[src/sv/pmst_ram.sv]
// Generic simple dual-port RAM: one write port, one read port, registered read data.
// No dependencies.
`timescale 1ns / 1ps
`default_nettype none
module pmst_ram #(
    parameter int WIDTH = 8,
    parameter int DEPTH = 16
) (
    input  wire logic                     i_clk,
    input  wire logic                     i_we,
    input  wire logic [$clog2(DEPTH)-1:0] i_waddr,
    input  wire logic [WIDTH-1:0]         i_wdata,
    input  wire logic [$clog2(DEPTH)-1:0] i_raddr,
    output logic      [WIDTH-1:0]         o_rdata
);

    logic [WIDTH-1:0] r_mem [DEPTH];

    always_ff @(posedge i_clk) begin
        if (i_we) begin
            r_mem[i_waddr] <= i_wdata;
        end
        o_rdata <= r_mem[i_raddr];
    end

endmodule
`default_nettype wire

[config.mk]
export PLATFORM = sky130hd
export DESIGN_NAME = pmst_ram
export DESIGN_NICKNAME = d
export VERILOG_FILES = /design/src/sv/pmst_ram.sv
export SDC_FILE = /design/constraint.sdc
export NUM_CORES = 1
export LEC_CHECK = 0
export BUFFER_PORTS_ARGS = -buffer_cell sky130_fd_sc_hd__buf_2
export CAP_MARGIN = 5
export CORE_ASPECT_RATIO = 1.2
export CORE_MARGIN = 1
export CORE_UTILIZATION = 60
export CTS_CLUSTER_SIZE = 8
export DETAILED_ROUTE_END_ITERATION = 12
export PLACE_DENSITY = 0.78
export SLEW_MARGIN = 10
export SYNTH_ARGS = -nofsm -noshare
export SYNTH_HDL_FRONTEND = slang
export SYNTH_SLANG_ARGS = --single-unit
[constraint.sdc]
create_clock -name i_clk -period 2.75 [get_ports i_clk]
set_clock_uncertainty 0.05 [all_clocks]
set_input_delay 0.55 -clock i_clk [delete_from_list [all_inputs] [get_ports i_clk]]
set_output_delay 0.55 -clock i_clk [all_outputs]
set_load 0.01 [all_outputs]
Word level (Yosys, flattened, before mapping)
Memory sizes are Yosys's and may differ from the RTL's. A register that Yosys moved wholly into a read port is not among the register bits.
Index checks and enable logic that the tools add are counted.
{"block": "totals", "ramBits": 128, "latchBits": 0, "output_inout_bits": 8, "romBits": 0, "wordCells": 3, "reg_bits": 0, "mem_count": 1}
{"name": "r_mem", "depth": 16, "width": 8, "rd": 1, "rd_clocked_by_memory_dff": 1, "wr": 1, "line_no": "17", "rtl": "logic [WIDTH-1:0] r_mem [DEPTH];"}
{"block": "classes", "n_lt_le_gt_ge": 0, "n_mul": 0, "n_div": 0, "n_bitwise": 0, "eq_ne": 0, "n_reduce_logical": 0, "shifts": 0, "muxes": 2, "n_addsub": 0}
{"operator": "two-way mux 1 bit", "count": 2}

Logic depth before layout (Yosys ltp)
Gate-level depths: netlist of the first run.
{"block": "depth", "depth_word": 2, "ltp_mapped": 5, "depth_no_buf": 3}

Least setup slack after synthesis of the first run
Ideal clock, no wire load.
{"block": "synth_timing", "path_type": "input-to-reg", "start": "input i_waddr[2]", "end": "memory r_mem[0][0] (enable)", "arrival_ns": 1.660, "path_slack_ns": 0.657, "stages": 2, "required_time_ns": 2.317, "n_path_buf": 0, "path_cell_list": "or3b_2 > nor3_1"}
{"item": "from (decl)", "line_no": "11", "rtl": "input wire logic [$clog2(DEPTH)-1:0] i_waddr,"}
{"item": "to (decl)", "line_no": "17"}
No word-level cell before the write port.

Final worst setup path of the first run
{"block": "layout_timing", "start": "input i_waddr[2]", "end": "memory r_mem[2][1] (enable)"}
No word-level cell before the write port.

==> results.md, run 1 <==
* Power Density at between 700 and 800 mW/mm^2
* Share of layout cells above drive strength 1 at a little under 30%
* Max VDD drop at 0.000620 V
* Slew at the pin with the worst max-slew slack at 0.715 ns
* Core Rows at 36
* Layout Cells excl Fill at 407
* Largest net degree at the start of global routing at 33
* Post-synthesis net count at between 200 and 250
* Hold wc startpoint: i_wdata[4]
* Min Tclk post-route at around 1.6 ns
* Max-slew headroom at 52.2%
* Reg clk slew, reported paths at 0.05 ns
* Crit path from: i_waddr[2]
* Pwr Total at about 4500 uW
* Setup crit start kind: input pin
* Met2 usage at 37.3%
* Post-DP Area at between 0.005 and 0.006 mm^2
* Final instance area at 0.00599 mm^2
* Req. time, crit path at between 2 and 3 ns
* Mapped Cells at 229
* Worst-Skew Late Latency at 0.52 ns
* Yosys cell types at 19
* Cell Area, Synth at 0.00515 mm^2
* Routed wire per std cell at 22.8 um
* Longest Clk Path Bufs at 2
* Register area share after synthesis at 77.8%
* H-tree Lvls at 4
* Outcome: completed
* Total area of sequential cells at between 0.004 and 0.005 mm^2
* Total track usage at between 20% and 30%
* Initial Util at 62.8%
* Tcrit/Tclk final at 59.3%
* Number of port buffers at 25
* #FFs+latches synth at 136
* N_diodes at 0
* Crit end category: flop
* FF-to-FF Start: r_mem[1][0]$_DFFE_PP_
* Tightest Hold Check Type: in2reg
* Final ANT Viol Nets at 0
* CP max stage delay at 0.56 ns
* Hold Buf Count CTS at 0
* Starting DRT DRC Count at 167
* GRT met3 Usage at around 7.6%
* Initial antenna violation count at 0
* Syn Area/Cell at 22.5 um^2
* Clock root cell: clkbuf_8
* Max-slew violations at 0
* Global-route wire length before repair at roughly 14 mm
* Detailed Route WL at 9.27 mm
* Fillers at 475
* Gr busiest metal: met2
* Area of the multi-input gates at 0.00106 mm^2
* Dpl cells at 375
* Grt met1 use at 31.5%
* Final Hold Fails at 0
* Gr ovfl total at 0
* Number of vias per cell at about 6.0
* Fmax at 0.613 GHz
* Die Height at 103 um
* Critical Path Slowest Stage Cell: nor2_1
* DP Wirelength at 5.97 mm
* Top Ports at 26
* First-pass DRT Iterations at 5
* Max_cap viols at 0
* TNS Setup at 0 ns
* Critical path class: in2reg
* Worst path cell trace: buf_2 > or3b_2 > nor2_1
* Synth warn at 0
* # resized after CTS at 0
* TritonCTS clock tree: built
* Area delta synth->final at 16.3%
* Remaining DRCs at 0
* Pleak at 0.00204 uW
* Worst Path Max Fanout at 8
* Total core area at 0.00820 mm^2
* Number of CTS-inserted buffers at 17
* Die width at ~87 um
* Die ar. at 0.00896 mm^2
* Endpoints failing setup at 0
* RSZ-0062 raised after global routing: no
* RD Place Congestion at 0.787
* Vias in the first global route at approximately 2400
* Num Clock Sinks at between 100 and 150
* WP data arrival at 1.73 ns
* Via count at between 2000 and 2500
* Final net count at 298
* Setup bufs post-CTS at 0
-- final timing paths --
path,to,slack [ns],cells after the start
worst max-delay path,r_mem[2][1]$_DFFE_PP_,1.12,3
worst max register to register,o_rdata[0]$_DFF_P_,1.32,3
worst min register to register,o_rdata[3]$_DFF_P_,0.62,3
worst min-delay path,r_mem[4][4]$_DFFE_PP_,0.37,1
-- Yosys cell counts, drive strengths merged --
cell	count	area share, %
buf	7	1.1
dfxtp	8	3.1
nand2	9	0.66
or3b	1	0.17
nor2	13	0.95
clkdlybuf4s25	3	0.58
nor3	4	0.39
edfxtp	128	75
nand3	1	0.097
a22oi	16	2.3
nor2b	1	0.12
and2	1	0.12
nand3b	2	0.29
mux4	32	15
and2b	1	0.15
nand2b	2	0.24
-- layer usage --
metal / wire length [um] / share of wire (%)
met5: 0 / 0
met3: 553 / 6.0
met4: 180 / 1.9
met2: 4630 / 50
met1: 3910 / 42
-- placed cells by master, fill, tap and decap left out --
cell type	count
buf_4	15
nor2b_1	1
clkbuf_8	4
buf_2	25
buf_12	2
nand2_1	9
nand2b_1	2
nor3_1	4
clkinv_2	4
nand3_1	1
mux4_1	14
and2b_1	1
nand3b_1	2
clkbuf_16	16
a22oi_1	16
nor2_1	13
edfxtp_1	128
clkbuf_1	8
and2_1	1
or3b_2	1
mux4_2	18
dfxtp_1	8
-- critical path: cells and delay by family --
family / cells / cell delay, ns
simple gates: 2 / 1.06
buf+inv: 1 / 0.12
-- layout make-up --
| cell class | instances | area share [%] |
|---|---|---|
| Timing Repair Buffer | 42 | 4.64 |
| Tap cell | 114 | 2.38 |
| Clock buffer | 28 | 8.11 |
| Sequential cell | 136 | 66.9 |
| Clock inverter | 4 | 0.334 |
| Multi-Input combinational cell | 83 | 17.7 |
-- kinds of logic (layout without fill, tap and decap cells) --
group / Yosys count / in the layout / synth area share [%]
multiplexers: 32 / 32 / 15.0
AND/OR/NAND/NOR: 35 / 35 / 3.18
flip-flops: 136 / 136 / 77.8
buffers and inverters: 10 / 74 / 1.68
AO/OA/AOI/OAI: 16 / 16 / 2.33
-- power by group --
part | switching, uW | internal [uW]
Clock | 734 | 1170
Combinational | 122 | 91.9
Sequential | 13.3 | 2320
Total | 870 | 3580
-- flip-flops by register name (all words and copies together), names as in the netlist --
register and flops:
o_rdata 8, r_mem 128
-- per-stage QoR --
step | hold WS [ns] | utilization [%] | setup WS (ns)
floorplan | 0.579 | - | 0.657
global placement | 0.605 | 66.9 | 0.655
detailed placement | 0.616 | 66.9 | 0.628
CTS | 0.357 | 73.0 | 1.11
global route | 0.360 | 73.0 | 1.08
finish | 0.373 | 73.0 | 1.12
Note: power is estimated with default switching activity, not from simulation.
==> inputs of run 2 (changes only) <==
CORE_UTILIZATION = 54   (was 60)
PLACE_DENSITY = 0.74   (was 0.78)
clock period = 1.5 ns   (was 2.75 ns; I/O delays follow)
==> run 2 against run 1 <==
  * Combinational power grew 100%
  * Total power grew 91%
  * Routed wire length grew 7.7%
  * Critical path depth grew 1
  * Non-clock buffer count grew 18
  * Sequential share of layout area shrank 2.3 points
  * Largest cell class unchanged
  * Largest power group unchanged
==> results.md, run 2 (synthesis results as in run 1) <==
* TritonCTS clock tree: built
* Worst-Skew Late Latency at 0.52 ns (about the same)
* Num Clock Sinks at 136 (unchanged)
* Clock root cell: clkbuf_8
* Net Sw Power at 1690 uW (+95%)
* Die width at 91.1 um (+5.3%)
* Reg clk slew, reported paths at 0.06 ns (about the same)
* Reg power frac at 50.2% (-2.2 points)
* Slew at the pin with the worst max-slew slack at 0.825 ns (+0.110 ns)
* Routed wire per std cell at 23.1 um (+1.7%)
* Setup bufs post-CTS at 0 (unchanged)
* Core Rows at 38 (+5.6%)
* Worst Path Max Fanout at 1 (-7)
* RD Place Congestion at 0.788 (+0.19%)
* Hold-critical path depth at 1 (unchanged)
* Power share of the clock group at 44.7% (+1.9 points)
* Number of port buffers at 25 (unchanged)
* Initial Util at 56.4% (-6.4 points)
* Fillers at 592 (+25%)
* Net switching fraction of the power at 19.9% (+0.34 points)
* Number of CTS-inserted buffers at 17 (unchanged)
* Critical path class: reg2reg
* H-tree Lvls at 4 (unchanged)
* First-pass DRT Iterations at 4 (-1)
* Tcrit/Tclk final at 97.6%
* RR Endpoint: o_rdata[0]$_DFF_P_
* Remaining DRCs at 0 (unchanged)
* Hold Buf Count CTS at 0 (unchanged)
* Internal power at 6820 uW (+90%)
* Hold wc startpoint: i_wdata[3]
* Total core area at 0.00913 mm^2 (+11%)
* Most frequent cells in the layout: edfxtp_1 (128), buf_4 (32), buf_2 (25)
* Setup crit start kind: flop
* Final Hold Fails at 0 (unchanged)
* Comb power frac at 5.1% (+0.3 points)
* Dpl cells at 399 (+6.4%)
* DP Wirelength at 6.58 mm (+10%)
* Gr ovfl total at 0 (unchanged)
* Number of flip-flops in the largest register at 128 (unchanged)
* Most common cell after layout, fill and taps aside: edfxtp_1
* Detailed Route WL at 9.98 mm (+7.7%)
* TNS Setup at 0 ns (unchanged)
* Tightest Hold Check Type: in2reg
* Largest net degree at the start of global routing at 17 (-48%)
* Total track usage at 22.6% (-1.1 points)
* Post-DP Area at 0.00565 mm^2 (+3.1%)
* Sink of the worst hold path: r_mem[14][3]$_DFFE_PP_
* Via count at 2534 (+3.1%)
* Fmax at 0.683 GHz
* Max-slew headroom at 44.9% (-7.3 points)
* Top Ports at 26 (unchanged)
* Pleak at 0.00216 uW (+5.7%)
* Global-route wire length before repair at 15.1 mm (+8.2%)
* Area delta synth->final at 20.5%
* Die Height at 109 um (+5.3%)
* Largest registers: r_mem (128), o_rdata (8)
* Power Density at 1370 mW/mm^2 (+85%)
* Endpoints failing setup at 0 (unchanged)
* Share of layout cells above drive strength 1 at 35.7% (+6.7 points)
* Final setup margin at 0.0366 ns (-1.08 ns)
* Final Util at 68.0% (-5.1 points)
* Crit end category: flop
* Largest Register: r_mem
* Starting DRT DRC Count at 238 (+43%)
* Outcome: completed
* Number of vias per cell at 5.88 (-2.6%)
* Max-slew violations at 0 (unchanged)
* Final net count at 316 (+6.0%)
* Max VDD drop at 0.000962 V (+55%)
* Die ar. at 0.00993 mm^2 (+11%)
* N_diodes at 0 (unchanged)
* Vias in the first global route at 2649 (+8.8%)
* Longest Clk Path Bufs at 2 (unchanged)
* Layout Cells excl Fill at 431 (+5.9%)
* FF-to-FF Start: r_mem[1][0]$_DFFE_PP_
* Initial antenna violation count at 0 (unchanged)
* Max_cap viols at 0 (unchanged)
* Final ANT Viol Nets at 0 (unchanged)
* Worst r2r path cells at 4 (+1)
* Min Tclk post-route at 1.46 ns
* Placement Setup Slack at -0.271 ns (-0.899 ns)
* Final instance area at 0.00620 mm^2 (+3.6%)
* WP data arrival at 1.82 ns (+0.09 ns)
* Req. time, crit path at 1.86 ns (-0.99 ns)
* Reg2Reg Setup Slack at 0.04 ns (-1.28 ns)
==> run 2: changes by cell type in the layout (fill, tap and decap cells not counted), moves of 2 or more <==
cell / delta
nor3_1: -3
bufinv_16: +2
clkbuf_8: -2
clkbuf_1: -5
clkinv_2: +2
buf_4: +17
clkinvlp_4: +2
nor3_2: +3
==> run 2: cell type report <==
cell class                      count  area [um^2]  area share (%)
Timing Repair Buffer               60          425            6.86
Clock inverter                     11          109            1.75
Clock buffer                       21          439            7.08
Sequential cell                   136         4000            64.5
Multi-Input combinational cell     83         1080            17.4
Tap cell                          120          150            2.42
==> run 2: worst max-delay path: stages, from the launching register on <==
cell      delay [ns]
edfxtp_1        0.35
mux4_1          0.54
a22oi_2         0.22
buf_4           0.14
nand2_1         0.04
==> run 2: timing repair <==
item	CTS	global route
endpoints found under the hold margin	0	0
setup endpoints to repair	0	1
resized for setup	0	1
==> run 2: worst max-delay path by stage <==
stage                            endpoint             startpoint  slack, ns  cells past startpoint
floorplan           r_mem[3][0]$_DFFE_PP_             i_waddr[2]      -0.12                      2
global placement       o_rdata[0]$_DFF_P_             i_raddr[0]      -0.26                      6
detailed placement     o_rdata[3]$_DFF_P_             i_raddr[0]      -0.27                      6
CTS                    o_rdata[0]$_DFF_P_  r_mem[1][0]$_DFFE_PP_       0.03                      4
global route           o_rdata[0]$_DFF_P_  r_mem[2][0]$_DFFE_PP_     -0.004                      4
finish                 o_rdata[0]$_DFF_P_  r_mem[1][0]$_DFFE_PP_       0.04                      4
==> run 2: power by group through the flow <==
stage / Combinational [uW] / Clock [uW] / Sequential [uW]
detailed placement: 432 / 0 / 4360
global placement: 420 / 0 / 4350
finish: 434 / 3800 / 4280
floorplan: 217 / 0 / 4360
global route: 466 / 4030 / 4290
CTS: 437 / 3870 / 4280
==> run 2: through the flow <==
step,total power (uW),hold WS [ns]
final,8520,0.121
after detailed placement,4790,0.613
after global placement,4770,0.606
after floorplan,4570,0.349
after CTS,8590,0.0927
after global routing,8780,0.0938
==> run 2: layer usage <==
layer / track usage [%] / share of wire [%] / vias up
met1: 28.9 / 39 / 1308
met2: 36.7 / 53 / 105
met5: 0 / 0 / -
met4: 9.75 / 0.91 / 0
met3: 6.69 / 6.9 / 11
li1: - / - / 1110
==> inputs of run 3 (changes only) <==
CELL_PAD_IN_SITES_DETAIL_PLACEMENT = 0   (was default)
CELL_PAD_IN_SITES_GLOBAL_PLACEMENT = 1   (was default)
CORE_UTILIZATION = 48   (was 54)
GPL_ROUTABILITY_DRIVEN = 0   (was default)
GPL_TIMING_DRIVEN = 0   (was default)
PLACE_DENSITY = default   (was 0.74)
PLACE_DENSITY_LB_ADDON = 0.1   (was default)
==> run 3 against run 2 <==
  * The flow now finishes with violations (negative setup slack)
  * Flip-flop and latch count is the same
  * Sequential share of layout area increased by 1.2 points
  * Design area is 1.8% lower
  * Maximum frequency is 7.6% lower
  * Cell count fell by 3.9%
  * Routed wire length is 3.4% lower
  * Largest cell class unchanged
  * Highest routed layer unchanged
==> results.md, run 3 (synthesis results as in run 1) <==
* Outcome: finished, violations left
* Failing checks: negative setup slack
* Number of CTS-inserted buffers at 17 (unchanged)
* Detailed Route WL at 9.64 mm (-3.4%)
* Most common cell after layout, fill and taps aside: edfxtp_1
* Die ar. at 0.0111 mm^2 (+12%)
* Final Hold Fails at 0 (unchanged)
* Max-slew headroom at 43.4% (-1.5 points)
* Initial antenna violation count at 0 (unchanged)
* Reg2Reg Setup Slack at 0.06 ns (+0.02 ns)
* Crit path capture: r_mem[3][5]$_DFFE_PP_
* Most frequent cells in the layout: edfxtp_1 (128), buf_2 (27), clkbuf_16 (22)
* Starting DRT DRC Count at 231 (-2.9%)
* CP max stage delay at 0.63 ns (+0.09 ns)
* Die Height at 115 um (+6.0%)
* Num Clock Sinks at 136 (unchanged)
* RR Endpoint: o_rdata[3]$_DFF_P_
* TritonCTS clock tree: built
* Routed wire per std cell at 23.3 um (+0.59%)
* Global-route wire length before repair at 14.1 mm (-7.0%)
* Critical Path Slowest Stage Cell: nor2_1
* Top Ports at 26 (unchanged)
* Gr ovfl total at 0 (unchanged)
* Reg clk slew, reported paths at 0.05 ns (about the same)
* DP Wirelength at 6.21 mm (-5.6%)
* Tcrit/Tclk final at 106% (+8.0 points)
* Total track usage at 19.5% (-3.1 points)
* Max VDD drop at 0.000832 V (-13%)
* Min Tclk post-route at 1.58 ns (+0.121 ns)
* FF-to-FF Start: r_mem[1][3]$_DFFE_PP_
* Worst r2r path cells at 3 (-1)
* Final ANT Viol Nets at 0 (unchanged)
* Area delta synth->final at 18.4%
* Initial Util at 49.2% (-7.2 points)
* Slew at the pin with the worst max-slew slack at 0.846 ns (+0.0207 ns)
* Share of layout cells above drive strength 1 at 32.6% (-3.1 points)
* Placement Setup Slack at -0.533 ns (-0.262 ns)
* Largest net degree at the start of global routing at 17 (unchanged)
* Crit end category: flop
* Fmax at 0.631 GHz (-7.6%)
* CP top delay family: simple AND/OR/NAND/NOR gates
* Logic depth of the worst path, buffers included at 3 (-1)
* Setup bufs post-CTS at 0 (unchanged)
* Core Rows at 41 (+7.9%)
* Vias in the first global route at 2317 (-13%)
* RSZ-0062 raised after global routing: yes
* Req. time, crit path at 1.49 ns (-0.37 ns)
* Worst path cell trace: buf_2 > or3b_2 > nor2_1
* CP bufs+invs at 1 (unchanged)
* WP data arrival at 1.57 ns (-0.25 ns)
* Final Util at 58.2% (-9.8 points)
* Hold Buf Count CTS at 0 (unchanged)
* Final setup margin at -0.0840 ns (-0.121 ns)
* Max-slew violations at 0 (unchanged)
* Setup crit start kind: input pin
* Number of flip-flops in the largest register at 128 (unchanged)
* Number of port buffers at 24 (-4.0%)
* Max_cap viols at 0 (unchanged)
* Clock root cell: clkbuf_16
* H-tree Lvls at 4 (unchanged)
* Crit path from: i_waddr[2]
* Power Density at 1460 mW/mm^2 (+6.0%)
* Critical path class: in2reg
* Pleak at 0.00205 uW (-5.3%)
* Tightest Hold Check Type: in2reg
* Final net count at 290 (-8.2%)
* Worst-Skew Late Latency at 0.41 ns (-0.11 ns)
* Endpoints failing setup at 24 (+24)
* Hold WS at 0.225 ns (+0.103 ns)
* Largest registers: r_mem (128), o_rdata (8)
* Worst Path Max Fanout at 8 (+7)
* Pwr Total at 8870 uW (+4.1%)
* N_diodes at 0 (unchanged)
* Total core area at 0.0105 mm^2 (+15%)
* Die width at 96.5 um (+5.9%)
* First-pass DRT Iterations at 4 (unchanged)
* Remaining DRCs at 0 (unchanged)
* Largest Register: r_mem
* Longest Clk Path Bufs at 2 (unchanged)
* Via count at 2338 (-7.7%)
* Number of vias per cell at 5.65 (-3.9%)
## run 3: changes by cell type in the layout (fill, tap and decap cells not counted), sizes merged
| cell | change |
|---|---|
| buf | -29 |
| clkbuf | +4 |
| clkdlybuf4s25 | +3 |
| bufinv | -2 |
| clkinv | -2 |
## run 3: per-layer routing
layer	part of all wire, %	GRT usage, %
met5	0	0
met4	1.7	8.43
met2	48	29.2
met1	44	27.5
met3	5.6	5.05
## run 3: through the flow
| step | TNS [ns] | area (um^2) | std cells |
|---|---|---|---|
| 2_1_floorplan | -3.58 | 5160 | 229 |
| 3_3_place_gp | -44.49 | 5440 | 382 |
| 3_5_place_dp | -41.85 | 5450 | 382 |
| 4_1_cts | -1.80 | 6090 | 414 |
| 5_1_grt | -3.04 | 6090 | 414 |
| 6_report | -1.71 | 6090 | 414 |
## run 3: timing repair
item,in CTS,in global routing
endpoints found under the setup margin,33,27
gates resized for setup,2,3
gates cloned,0,0
hold endpoints to repair,0,0
## run 3: area by class of cell
type                            count  area (um^2)
Timing Repair Buffer               24          120
Multi-Input combinational cell     83         1090
Clock buffer                       25          582
Buffer                             10         86.3
Sequential cell                   136         4000
Clock inverter                      7         47.5
Fill cell                         787         4370
Tap cell                          129          161
## run 3: worst register-to-register path, stage by stage (launching register included)
cell,delay [ns]
edfxtp_1,0.35
mux4_1,0.58
a22oi_2,0.28
nand2_1,0.08
## run 3: report_power, final
group / leakage (uW) / switching (uW) / total, uW / internal, uW
clock: 0.000307 / 1480 / 4180 / 2690
combinational: 0.000516 / 249 / 421 / 172
sequential: 0.00122 / 19.2 / 4270 / 4250
## run 3: how the worst min path moves through the flow
stage / endpoint / startpoint / cells past startpoint
after detailed placement: o_rdata[2]$_DFF_P_ / r_mem[15][2]$_DFFE_PP_ / 3
after global routing: r_mem[6][6]$_DFFE_PP_ / i_wdata[6] / 1
after global placement: o_rdata[2]$_DFF_P_ / r_mem[15][2]$_DFFE_PP_ / 3
final: r_mem[6][6]$_DFFE_PP_ / i_wdata[6] / 1
after floorplan: r_mem[0][0]$_DFFE_PP_ / i_wdata[0] / 0
after CTS: r_mem[6][6]$_DFFE_PP_ / i_wdata[6] / 1
